===== src/hw/rtl/cmet_pkg.sv =====
`timescale 1ns / 1ps
// ----------------------------------------------------------------------------
// cmet_pkg
// Shared types and codes for the CIGAR/MD edit transcript builder.
// ----------------------------------------------------------------------------
package cmet_pkg;

  localparam logic [1:0] CMD_CIGAR = 2'd0;
  localparam logic [1:0] CMD_MD    = 2'd1;
  localparam logic [1:0] CMD_PULL  = 2'd2;
  localparam logic [1:0] CMD_CLEAR = 2'd3;

  localparam logic [2:0] ERR_OK       = 3'd0;
  localparam logic [2:0] ERR_MD_CHAR  = 3'd1;
  localparam logic [2:0] ERR_CIGAR_OP = 3'd2;
  localparam logic [2:0] ERR_DEL      = 3'd3;
  localparam logic [2:0] ERR_SPLIT    = 3'd4;
  localparam logic [2:0] ERR_LEFTOVER = 3'd5;
  localparam logic [2:0] ERR_OVERFLOW = 3'd6;

  localparam logic [1:0] KIND_MATCH = 2'd0;
  localparam logic [1:0] KIND_MIS   = 2'd1;
  localparam logic [1:0] KIND_DEL   = 2'd2;

  localparam logic [7:0] CH_0  = 8'h30;
  localparam logic [7:0] CH_9  = 8'h39;
  localparam logic [7:0] CH_S  = 8'h53;
  localparam logic [7:0] CH_X  = 8'h58;
  localparam logic [7:0] CH_EQ = 8'h3D;
  localparam logic [7:0] CH_M  = 8'h4D;
  localparam logic [7:0] CH_I  = 8'h49;
  localparam logic [7:0] CH_D  = 8'h44;
  localparam logic [7:0] CH_N  = 8'h4E;
  localparam logic [7:0] CH_H  = 8'h48;
  localparam logic [7:0] CH_CARET = 8'h5E;
  localparam logic [7:0] CH_UA = 8'h41;
  localparam logic [7:0] CH_UZ = 8'h5A;
  localparam logic [7:0] CH_LA = 8'h61;
  localparam logic [7:0] CH_LZ = 8'h7A;

  typedef enum logic [1:0] {
    MD_IDLE, MD_DIGITS, MD_LETTERS, MD_DEL
  } md_mode_t;

  // IDLE: take a transaction. MDPUSH: deferred MD run write. RD: memory read
  // in flight. STEP: decide.
  typedef enum logic [2:0] {
    ST_IDLE, ST_MDFIX, ST_PULL, ST_RD, ST_STEP, ST_OUT, ST_MDPUSH
  } state_t;

  function automatic logic is_digit(input logic [7:0] c);
    return (c >= CH_0) && (c <= CH_9);
  endfunction

  function automatic logic is_letter(input logic [7:0] c);
    return ((c >= CH_UA) && (c <= CH_UZ)) || ((c >= CH_LA) && (c <= CH_LZ));
  endfunction

  function automatic logic [2:0] merge_err(input logic [2:0] cur, input logic [2:0] code);
    if (code == ERR_MD_CHAR) return (cur == ERR_OK) ? ERR_MD_CHAR : cur;
    return (cur < ERR_CIGAR_OP) ? code : cur;
  endfunction

endpackage


===== src/hw/rtl/cmet_if.sv =====
`timescale 1ns / 1ps
// ----------------------------------------------------------------------------
// cmet_in_if / cmet_out_if
// Valid/ready channels for command bytes and transcript symbols.
// ----------------------------------------------------------------------------
interface cmet_in_if;
  logic       valid;
  logic       ready;
  logic [1:0] cmd;
  logic [7:0] char_in;
  modport source (output valid, cmd, char_in, input ready);
  modport sink   (input valid, cmd, char_in, output ready);
endinterface

interface cmet_out_if;
  logic       valid;
  logic       ready;
  logic [7:0] symbol;
  logic       last;
  logic [2:0] error_code;
  modport source (output valid, symbol, last, error_code, input ready);
  modport sink   (input valid, symbol, last, error_code, output ready);
endinterface


===== src/hw/rtl/cigar_md_edit_transcript.sv =====
`timescale 1ns / 1ps
// ----------------------------------------------------------------------------
// cigar_md_edit_transcript
// Builds an alignment edit transcript from CIGAR and MD:Z byte streams.
// ----------------------------------------------------------------------------
// One transaction is handled at a time. A CIGAR byte, an MD digit, a bad MD
// byte and a clear are handled in IDLE alone. An MD letter or '^' that opens
// a new run is written from IDLE, or from MDPUSH when it also closes a pending
// match number (the table has one write port, so the second run is written in
// the cycle after). A letter that extends the open MD run goes through MDFIX
// (read, write back). A pull passes IDLE (accept), PULL (decide) and OUT
// (load the output register), with RD (read) and STEP (decide) added for each
// step that visits a table entry: a repeated I/D/N or =/X-mode symbol visits
// none, an M symbol its MD run, and each CIGAR entry passed over (S/H ops,
// zero-length ops) adds its own visit. The op and MD tables are synchronous
// memories with one write and one read port and a registered read; the CIGAR
// cursor advances one entry per CIGAR visit, the MD cursor once its run is used up.
// The output register lets the next transaction start while a symbol waits to
// be taken; a pull that finishes its symbol holds until that register is free.
module cigar_md_edit_transcript
  import cmet_pkg::*;
#(
  parameter int MAX_CIGAR_OPS = 64,
  parameter int MAX_MD_RUNS   = 64,
  parameter int RUN_BITS      = 16
) (
  input  logic       clk,
  input  logic       rst,
  cmet_in_if.sink    in_ch,
  cmet_out_if.source out_ch
);

  localparam int CA = $clog2(MAX_CIGAR_OPS);
  localparam int MA = $clog2(MAX_MD_RUNS);
  localparam int CW = $clog2(MAX_CIGAR_OPS + 1);
  localparam int MW = $clog2(MAX_MD_RUNS + 1);
  localparam logic [RUN_BITS-1:0] RUN_MAX = {RUN_BITS{1'b1}};

  // tables
  logic [8+RUN_BITS-1:0] cmem [MAX_CIGAR_OPS];
  logic [2+RUN_BITS-1:0] mmem [MAX_MD_RUNS];
  logic [8+RUN_BITS-1:0] crd;
  logic [2+RUN_BITS-1:0] mrd;
  logic          cwe, mwe;
  logic [CA-1:0] cwa, cra;
  logic [MA-1:0] mwa, mra;
  logic [8+RUN_BITS-1:0] cwd;
  logic [2+RUN_BITS-1:0] mwd;

  always_ff @(posedge clk) begin
    if (cwe) cmem[cwa] <= cwd;
    crd <= cmem[cra];
  end
  always_ff @(posedge clk) begin
    if (mwe) mmem[mwa] <= mwd;
    mrd <= mmem[mra];
  end

  state_t        state, state_next;
  logic [CW-1:0] cigar_count, cigar_count_next, cigar_cursor, cigar_cursor_next;
  logic [MW-1:0] md_count, md_count_next, md_cursor, md_cursor_next;
  logic [RUN_BITS-1:0] acc, acc_next, op_rem, op_rem_next;
  md_mode_t      mode, mode_next;
  logic          eqx, eqx_next;
  logic [2:0]    err, err_next;
  logic [7:0]    cur_op, cur_op_next;
  logic          rd_is_md, rd_is_md_next;  // STEP sees MD read, else CIGAR read
  logic          ov, ov_next;
  logic [7:0]    o_sym, o_sym_next;
  logic          o_last, o_last_next;
  logic [2:0]    o_err, o_err_next;
  logic [7:0]    s_sym, s_sym_next;        // symbol staged for the output register
  logic          s_last, s_last_next;
  logic [2:0]    s_err, s_err_next;
  logic [1:0]    push_kind, push_kind_next;  // run kind waiting for MDPUSH

  // accumulator step, widened to catch overflow
  logic [RUN_BITS+4:0] acc_mul;
  logic [RUN_BITS-1:0] acc_dig;
  logic                acc_ovf;
  always_comb begin
    acc_mul = {5'd0, acc} * (RUN_BITS+5)'(10)
            + (RUN_BITS+5)'(in_ch.char_in - CH_0);
    acc_ovf = acc_mul > {5'd0, RUN_MAX};
    acc_dig = acc_ovf ? RUN_MAX : acc_mul[RUN_BITS-1:0];
  end

  logic take;
  assign in_ch.ready = (state == ST_IDLE);
  assign take = in_ch.valid && in_ch.ready;
  assign out_ch.valid = ov;
  assign out_ch.symbol = o_sym;
  assign out_ch.last = o_last;
  assign out_ch.error_code = o_err;

  always_ff @(posedge clk) begin
    if (rst) begin
      state <= ST_IDLE; cigar_count <= '0; cigar_cursor <= '0; md_count <= '0;
      md_cursor <= '0; acc <= '0; op_rem <= '0; mode <= MD_IDLE; eqx <= 1'b0;
      err <= ERR_OK; ov <= 1'b0; rd_is_md <= 1'b0;
    end else begin
      state <= state_next; cigar_count <= cigar_count_next;
      cigar_cursor <= cigar_cursor_next; md_count <= md_count_next;
      md_cursor <= md_cursor_next; acc <= acc_next; op_rem <= op_rem_next;
      mode <= mode_next; eqx <= eqx_next; err <= err_next; ov <= ov_next;
      rd_is_md <= rd_is_md_next;
    end
  end
  always_ff @(posedge clk) begin
    cur_op <= cur_op_next; o_sym <= o_sym_next; o_last <= o_last_next;
    o_err <= o_err_next; s_sym <= s_sym_next; s_last <= s_last_next;
    s_err <= s_err_next; push_kind <= push_kind_next;
  end

  logic [1:0]          mk;
  logic [RUN_BITS-1:0] mr;
  logic [7:0]          cop;
  logic [RUN_BITS-1:0] crun;
  assign mk = mrd[RUN_BITS+1:RUN_BITS];
  assign mr = mrd[RUN_BITS-1:0];
  assign cop = crd[RUN_BITS+7:RUN_BITS];
  assign crun = crd[RUN_BITS-1:0];

  always_comb begin
    logic [MW-1:0] mc;
    logic [2:0]    e;
    state_next = state; cigar_count_next = cigar_count; cigar_cursor_next = cigar_cursor;
    md_count_next = md_count; md_cursor_next = md_cursor; acc_next = acc;
    op_rem_next = op_rem; mode_next = mode; eqx_next = eqx; err_next = err;
    cur_op_next = cur_op; rd_is_md_next = rd_is_md; ov_next = ov;
    o_sym_next = o_sym; o_last_next = o_last; o_err_next = o_err;
    s_sym_next = s_sym; s_last_next = s_last; s_err_next = s_err;
    push_kind_next = push_kind;
    cwe = 1'b0; cwa = cigar_count[CA-1:0]; cwd = '0; cra = cigar_cursor[CA-1:0];
    mwe = 1'b0; mwa = md_count[MA-1:0]; mwd = '0; mra = md_cursor[MA-1:0];
    mc = md_count; e = err;
    if (ov && out_ch.ready) ov_next = 1'b0;

    // close an open MD number (CIGAR byte, MD non-digit, pull)
    if (state == ST_IDLE && take && mode == MD_DIGITS &&
        (in_ch.cmd == CMD_CIGAR || in_ch.cmd == CMD_PULL ||
         (in_ch.cmd == CMD_MD && !is_digit(in_ch.char_in)))) begin
      if (acc != '0) begin
        if (md_count >= MW'(MAX_MD_RUNS)) e = merge_err(e, ERR_OVERFLOW);
        else begin
          mwe = 1'b1; mwd = {KIND_MATCH, acc}; mc = md_count + 1'b1;
        end
      end
      acc_next = '0; mode_next = MD_IDLE;
    end

    case (state)
      ST_IDLE: if (take) begin
        case (in_ch.cmd)
          CMD_CIGAR: begin
            if (is_digit(in_ch.char_in)) begin
              // a closed MD number leaves the accumulator empty
              if (mode == MD_DIGITS) acc_next = RUN_BITS'(in_ch.char_in - CH_0);
              else begin
                acc_next = acc_dig;
                if (acc_ovf) e = merge_err(e, ERR_OVERFLOW);
              end
            end else begin
              if (in_ch.char_in == CH_X || in_ch.char_in == CH_EQ) eqx_next = 1'b1;
              if (cigar_count >= CW'(MAX_CIGAR_OPS)) e = merge_err(e, ERR_OVERFLOW);
              else begin
                cwe = 1'b1;
                cwd = {in_ch.char_in, (mode == MD_DIGITS) ? RUN_BITS'(0) : acc};
                cigar_count_next = cigar_count + 1'b1;
              end
              acc_next = '0;
            end
          end
          CMD_MD: begin
            if (is_digit(in_ch.char_in)) begin
              if (mode != MD_DIGITS) begin
                acc_next = RUN_BITS'(in_ch.char_in - CH_0);
                mode_next = MD_DIGITS;
              end else begin
                acc_next = acc_dig;
                if (acc_ovf) e = merge_err(e, ERR_OVERFLOW);
              end
            end else if (is_letter(in_ch.char_in)) begin
              if ((mode == MD_LETTERS || mode == MD_DEL) && md_count != '0) begin
                // read-modify-write the open run
                mra = MA'(md_count - 1'b1);
                state_next = ST_MDFIX;
              end else begin
                if (mwe) begin
                  // the closed number holds the write port; push next cycle
                  push_kind_next = KIND_MIS; state_next = ST_MDPUSH;
                end else if (mc >= MW'(MAX_MD_RUNS)) e = merge_err(e, ERR_OVERFLOW);
                else begin
                  mwe = 1'b1; mwa = mc[MA-1:0]; mwd = {KIND_MIS, RUN_BITS'(1)};
                  mc = mc + 1'b1;
                end
                mode_next = MD_LETTERS;
              end
            end else if (in_ch.char_in == CH_CARET) begin
              if (mwe) begin
                push_kind_next = KIND_DEL; state_next = ST_MDPUSH;
              end else if (mc >= MW'(MAX_MD_RUNS)) e = merge_err(e, ERR_OVERFLOW);
              else begin
                mwe = 1'b1; mwa = mc[MA-1:0]; mwd = {KIND_DEL, RUN_BITS'(0)};
                mc = mc + 1'b1;
              end
              mode_next = MD_DEL;
            end else begin
              mode_next = MD_IDLE;
              e = merge_err(e, ERR_MD_CHAR);
            end
          end
          CMD_PULL: state_next = ST_PULL;
          default: begin
            cigar_count_next = '0; cigar_cursor_next = '0; md_count_next = '0;
            md_cursor_next = '0; acc_next = '0; op_rem_next = '0;
            mode_next = MD_IDLE; eqx_next = 1'b0; e = ERR_OK; mc = '0;
          end
        endcase
        if (in_ch.cmd != CMD_CLEAR) md_count_next = mc;
      end
      ST_MDPUSH: begin
        if (md_count >= MW'(MAX_MD_RUNS)) e = merge_err(e, ERR_OVERFLOW);
        else begin
          mwe = 1'b1; mwa = md_count[MA-1:0];
          mwd = {push_kind, (push_kind == KIND_MIS) ? RUN_BITS'(1) : RUN_BITS'(0)};
          md_count_next = md_count + 1'b1;
        end
        state_next = ST_IDLE;
      end
      ST_MDFIX: begin
        if (mr >= RUN_MAX) e = merge_err(e, ERR_OVERFLOW);
        else begin
          mwe = 1'b1; mwa = MA'(md_count - 1'b1); mwd = mrd + 1'b1;
        end
        state_next = ST_IDLE;
      end
      ST_PULL: begin
        // choose the next step: emit a symbol or end marker, or visit a table
        if (err >= ERR_CIGAR_OP) begin
          s_sym_next = 8'd0; s_last_next = 1'b1; s_err_next = err;
          state_next = ST_OUT;
        end else if (op_rem != '0 && cigar_cursor != '0) begin
          if (eqx || cur_op == CH_I || cur_op == CH_D || cur_op == CH_N) begin
            op_rem_next = op_rem - 1'b1;
            s_sym_next = cur_op; s_last_next = 1'b0; s_err_next = err;
            state_next = ST_OUT;
          end else if (cur_op == CH_M) begin
            if (md_cursor >= md_count) op_rem_next = '0;
            else begin
              mra = md_cursor[MA-1:0]; rd_is_md_next = 1'b1; state_next = ST_RD;
            end
          end else op_rem_next = '0;
        end else if (cigar_cursor < cigar_count) begin
          cra = cigar_cursor[CA-1:0]; mra = md_cursor[MA-1:0];
          rd_is_md_next = 1'b0; state_next = ST_RD;
        end else begin
          op_rem_next = '0;
          if (!eqx && md_cursor != md_count) e = merge_err(e, ERR_LEFTOVER);
          s_sym_next = 8'd0; s_last_next = 1'b1; s_err_next = e;
          state_next = ST_OUT;
        end
      end
      ST_RD: state_next = ST_STEP;
      ST_STEP: begin
        state_next = ST_PULL;
        if (rd_is_md) begin
          if (mk > KIND_MIS) e = merge_err(e, ERR_DEL);
          else if (mr == '0) md_cursor_next = md_cursor + 1'b1;
          else if (mk == KIND_MIS && mr > op_rem) e = merge_err(e, ERR_SPLIT);
          else begin
            mwe = 1'b1; mwa = md_cursor[MA-1:0]; mwd = {mk, mr - 1'b1};
            if (mr == RUN_BITS'(1)) md_cursor_next = md_cursor + 1'b1;
            op_rem_next = op_rem - 1'b1;
            s_sym_next = (mk == KIND_MIS) ? CH_X : CH_EQ;
            s_last_next = 1'b0; s_err_next = err;
            state_next = ST_OUT;
          end
        end else begin
          cigar_cursor_next = cigar_cursor + 1'b1;
          cur_op_next = cop;
          op_rem_next = crun;
          if (!eqx) begin
            if (cop == CH_D) begin
              if (md_cursor >= md_count || mk != KIND_DEL || mr != crun) begin
                e = merge_err(e, ERR_DEL); op_rem_next = op_rem;
              end else md_cursor_next = md_cursor + 1'b1;
            end else if (cop != CH_M && cop != CH_I && cop != CH_N &&
                         cop != CH_S && cop != CH_H) begin
              e = merge_err(e, ERR_CIGAR_OP); op_rem_next = op_rem;
            end
          end
        end
      end
      ST_OUT: if (!ov || out_ch.ready) begin
        // load the output register once the previous symbol is gone
        o_sym_next = s_sym; o_last_next = s_last; o_err_next = s_err;
        ov_next = 1'b1; state_next = ST_IDLE;
      end
      default: state_next = ST_IDLE;
    endcase
    err_next = e;
  end

endmodule


===== src/flat_wrapper.sv =====
// flat-port wrapper written by rule: the top's interface ports become plain ports
module cigar_md_edit_transcript_flat import cmet_pkg::*;
#(
  parameter int MAX_CIGAR_OPS = 64,
  parameter int MAX_MD_RUNS   = 64,
  parameter int RUN_BITS      = 16
)
  (clk, rst, in_ch_valid, in_ch_cmd, in_ch_char_in, in_ch_ready, out_ch_valid, out_ch_symbol, out_ch_last, out_ch_error_code, out_ch_ready);
  cmet_in_if in_ch_i ();
  cmet_out_if out_ch_i ();
  input  logic clk;
  input  logic rst;
  input wire logic [$bits(in_ch_i.valid)-1:0] in_ch_valid;
  input wire logic [$bits(in_ch_i.cmd)-1:0] in_ch_cmd;
  input wire logic [$bits(in_ch_i.char_in)-1:0] in_ch_char_in;
  output wire logic [$bits(in_ch_i.ready)-1:0] in_ch_ready;
  output wire logic [$bits(out_ch_i.valid)-1:0] out_ch_valid;
  output wire logic [$bits(out_ch_i.symbol)-1:0] out_ch_symbol;
  output wire logic [$bits(out_ch_i.last)-1:0] out_ch_last;
  output wire logic [$bits(out_ch_i.error_code)-1:0] out_ch_error_code;
  input wire logic [$bits(out_ch_i.ready)-1:0] out_ch_ready;
  assign in_ch_i.valid = in_ch_valid;
  assign in_ch_i.cmd = in_ch_cmd;
  assign in_ch_i.char_in = in_ch_char_in;
  assign in_ch_ready = in_ch_i.ready;
  assign out_ch_valid = out_ch_i.valid;
  assign out_ch_symbol = out_ch_i.symbol;
  assign out_ch_last = out_ch_i.last;
  assign out_ch_error_code = out_ch_i.error_code;
  assign out_ch_i.ready = out_ch_ready;
  cigar_md_edit_transcript #(.MAX_CIGAR_OPS(MAX_CIGAR_OPS), .MAX_MD_RUNS(MAX_MD_RUNS), .RUN_BITS(RUN_BITS)) u_core (.clk(clk), .rst(rst), .in_ch(in_ch_i), .out_ch(out_ch_i));
endmodule

===== config.mk =====
export PLATFORM = sky130hd
export DESIGN_NAME = cigar_md_edit_transcript_flat
export DESIGN_NICKNAME = d
export VERILOG_FILES = /design/src/hw/rtl/cmet_pkg.sv /design/src/hw/rtl/cmet_if.sv /design/src/hw/rtl/cigar_md_edit_transcript.sv /design/src/flat_wrapper.sv
export SDC_FILE = /design/constraint.sdc
export NUM_CORES = 2
export LEC_CHECK = 0
export ABC_AREA = 1
export BUFFER_PORTS_ARGS = -buffer_cell sky130_fd_sc_hd__buf_2
export CORE_UTILIZATION = 45
export DETAILED_ROUTE_END_ITERATION = 8
export SLEW_MARGIN = 20
export SYNTH_ARGS = -nofsm -noshare
export SYNTH_HDL_FRONTEND = slang
export SYNTH_SLANG_ARGS = --single-unit

===== constraint.sdc =====
create_clock -name clk -period 8.2 [get_ports clk]
set_input_delay 1.64 -clock clk [delete_from_list [all_inputs] [get_ports clk]]
set_output_delay 1.64 -clock clk [all_outputs]
set_load 0.02 [all_outputs]

==> metrics.md <==
| Metric | Value |
|---|---|
| Fin cells | `14854` |
| CP Launch Type | `flop` |
| Placed instance area | `127000 um2` |
| Final min period | `5930 ps` |
| Relative slew slack | `0.181` |
| Post-CTS Hold Fix Bufs | `0` |
| Placed Cells | `14310` |
| Port Buffers | `27` |
| I/O pin count | `28` |
| Row count | `191` |
| Worst EP arrival | `6420 ps` |
| Fillers | `23677` |
| Sequential area share after synthesis | `0.687` |
| FF-to-FF path depth | `15` |
| GPL Wtd Cong | `0.927` |
| Area grow syn2layout | `11.7%` |
| Avg Inst Size Synth | `11.0 um2` |
| Initial Util | `0.452` |
| CTS Buf Count | `303` |
| Placeable Area | `271000 um2` |
| Clock latency on the worst-skew pair | `930 ps` |
| DRC Markers | `0` |
| Post-Syn Area | `122000 um2` |
| Vias in the first global route | `80020` |
| Number of enable flip-flop cells after synthesis | `2722` |
| Via density | `5.74` |
| Fin crit share | `0.723` |
| Clock sink total | `2835` |
| Setup bufs post-CTS | `0` |
| Global-route wire length before repair | `539000 um` |
| Leak pwr | `51.6 nW` |
| Total wire length | `372000 um` |
| Required time of the critical path | `8700 ps` |
| Synthesized net count | `11204` |
| Wire per inst | `25.0 um` |
| Root buf cell | `clkbuf_16` |
| Max Cap Violations | `0` |
| 1st-iter DRT viols | `10299` |
| Largest net degree at the start of global routing | `175` |
| PwrDens | `217 nW/um2` |
| DIE AREA | `274000 um2` |
| Initial antenna violation count | `10` |
| Most frequent cells in the layout | `edfxtp_1 (2722), nand2_1 (1814), nand3_1 (1333), inv_1 (1258), nor2_1 (1020)` |
| Die W | `523 um` |
| Fmax | `169 MHz` |
| Worst hold-check path type | `reg2reg` |
| Synth warn | `0` |
| Post-route cell area | `137000 um2` |
| Total number of vias | `85219` |
| CTS tree | `built` |
| Setup_tns | `0 ps` |
| Detailed Place HPWL | `214000 um` |
| Fin nets | `11160` |
| Routed Antenna Nets | `0` |
| Share of cells above drive strength 1 | `0.0789` |
| Gr usage total | `0.266` |
| Worst Path Max Fanout | `18` |
| VDD IR max | `0.170 mV` |
| CP Class | `reg2reg` |
| Max Clock Skew | `88.5 ps` |
| Chip Height | `523 um` |
| CP Capture Type | `flop` |
| Hold Fails Final Rpt | `0` |
| Most common cell after layout, fill and taps aside | `edfxtp_1` |
| CTS clk-pin slew, worst paths | `60 ps` |
| Final Slew Violations | `0` |
| Unrepaired setup endpoints after global routing | `false` |
| Status | `finished, final reports clean` |
| Worst-margin pin slew | `1220 ps` |
| Final setup violation count | `0` |
| Post-Syn Instances | `11089` |
| Post-synthesis cell type count | `63` |
| Synthesized flop and latch total | `2835` |
| Htree depth | `5` |
| Gr ovfl total | `0` |
| Clock tree buffer depth | `4` |
| Post-cts resize count | `0` |
| Hold Path Stages | `0` |
| Drt pass-1 iters | `6` |
| Main synth FF type | `edfxtp_1` |
| Ys async rst share | `0` |
==> worst max-delay path, stage by stage (launching register included) <==
cell	delay [ps]
dfxtp_1	610
ha_1	290
nand3_1	120
nor2_1	190
nand2_1	110
nor2_1	220
nand3_1	100
nand2_1	590
inv_1	530
nand2_1	160
nand2_1	60
inv_1	50
nand3b_1	430
inv_1	380
nand3_1	600
nor2_2	1040
==> path summary, 6_finish.rpt <==
check	endpoint	slack, ps	from
setup / recovery	u_core.mmem[30][11]	2270	u_core.mrd[1]
hold / removal	u_core.out_ch.error_code[2]	400	u_core.s_err[2]
setup reg to reg	u_core.mmem[30][11]	2270	u_core.mrd[1]
hold reg to reg	u_core.out_ch.error_code[2]	400	u_core.s_err[2]
==> synthesized netlist by cell type, types with 8 or more instances <==
cell type | instances | area share
a22o_1 | 8 | 0.00057
clkbuf_1 | 421 | 0.013
ha_1 | 99 | 0.010
o21ai_0 | 891 | 0.036
o221ai_1 | 122 | 0.0087
inv_1 | 1259 | 0.039
nor2_1 | 1140 | 0.035
buf_2 | 150 | 0.0061
xor2_1 | 57 | 0.0041
a21oi_1 | 160 | 0.0065
nand4_1 | 80 | 0.0041
a221oi_1 | 10 | 0.00072
inv_2 | 11 | 0.00034
nor3_1 | 64 | 0.0026
nand3b_1 | 97 | 0.0060
edfxtp_1 | 2722 | 0.67
buf_1 | 21 | 0.00064
o211ai_1 | 63 | 0.0039
o22ai_1 | 275 | 0.014
nand3_1 | 1334 | 0.055
a31oi_1 | 24 | 0.0012
nor4_1 | 9 | 0.00046
nand2_2 | 8 | 0.00041
dfxtp_1 | 113 | 0.019
nand2_1 | 1815 | 0.056
buf_4 | 26 | 0.0016
clkinv_1 | 12 | 0.00037
xnor2_1 | 15 | 0.0011
==> registers in the layout, summed over array words and instances (netlist names), 8 cells and up <==
name and count:
u_core.crd 24, u_core.mrd 18, u_core.acc 16, u_core.cur_op 8
u_core.op_rem 16, u_core.mmem 1152, u_core.cmem 1536, u_core.out_ch.symbol 8
u_core.s_sym 8
==> power breakdown <==
group | switching, W | internal, W | total [W]
Combinational | 0.000582 | 0.000183 | 0.000765
Sequential | 0.0000481 | 0.0157 | 0.0157
Clock | 0.00580 | 0.00739 | 0.0132
==> metrics by stage <==
stage          setup WS, ps   util  total power (W)  hold slack [ps]
2_1_floorplan          1350      -           0.0165              400
4_1_cts                2280  0.505           0.0298              406
5_1_grt                1720  0.505           0.0304              406
6_report               2270  0.505           0.0297              404
3_3_place_gp           1590  0.470           0.0168              406
3_5_place_dp           1610  0.470           0.0168              405
==> cell type report <==
type | instances | area [um2] | area share
inverters | 1282 | 4840 | 0.0354
well taps | 3570 | 4470 | 0.0327
clock inverters | 166 | 1480 | 0.0108
multi-input cells | 6354 | 31600 | 0.231
clock buffers | 371 | 7990 | 0.0585
flip-flops and latches | 2835 | 84000 | 0.615
repair buffers | 269 | 2230 | 0.0163
diodes | 7 | 17.5 | 0.000128
==> kinds of logic after synthesis <==
logic type                 synth area share
AOI/OAI and AO/OA                    0.0760
xor gates and xnor gates            0.00516
adders and majority gates            0.0105
buffers and inverters                0.0607
DFF                                   0.687
muxes                             0.0000819
and+or+nand+nor                       0.161
==> metal layers <==
metal / routed length, um / share of wire / track usage
met4: 11800 / 0.032 / 0.0822
met1: 156000 / 0.42 / 0.374
met2: 171000 / 0.46 / 0.418
met3: 34100 / 0.092 / 0.0499
met5: 13 / 0.000035 / 0
Note: power is estimated with default switching activity, not from simulation.
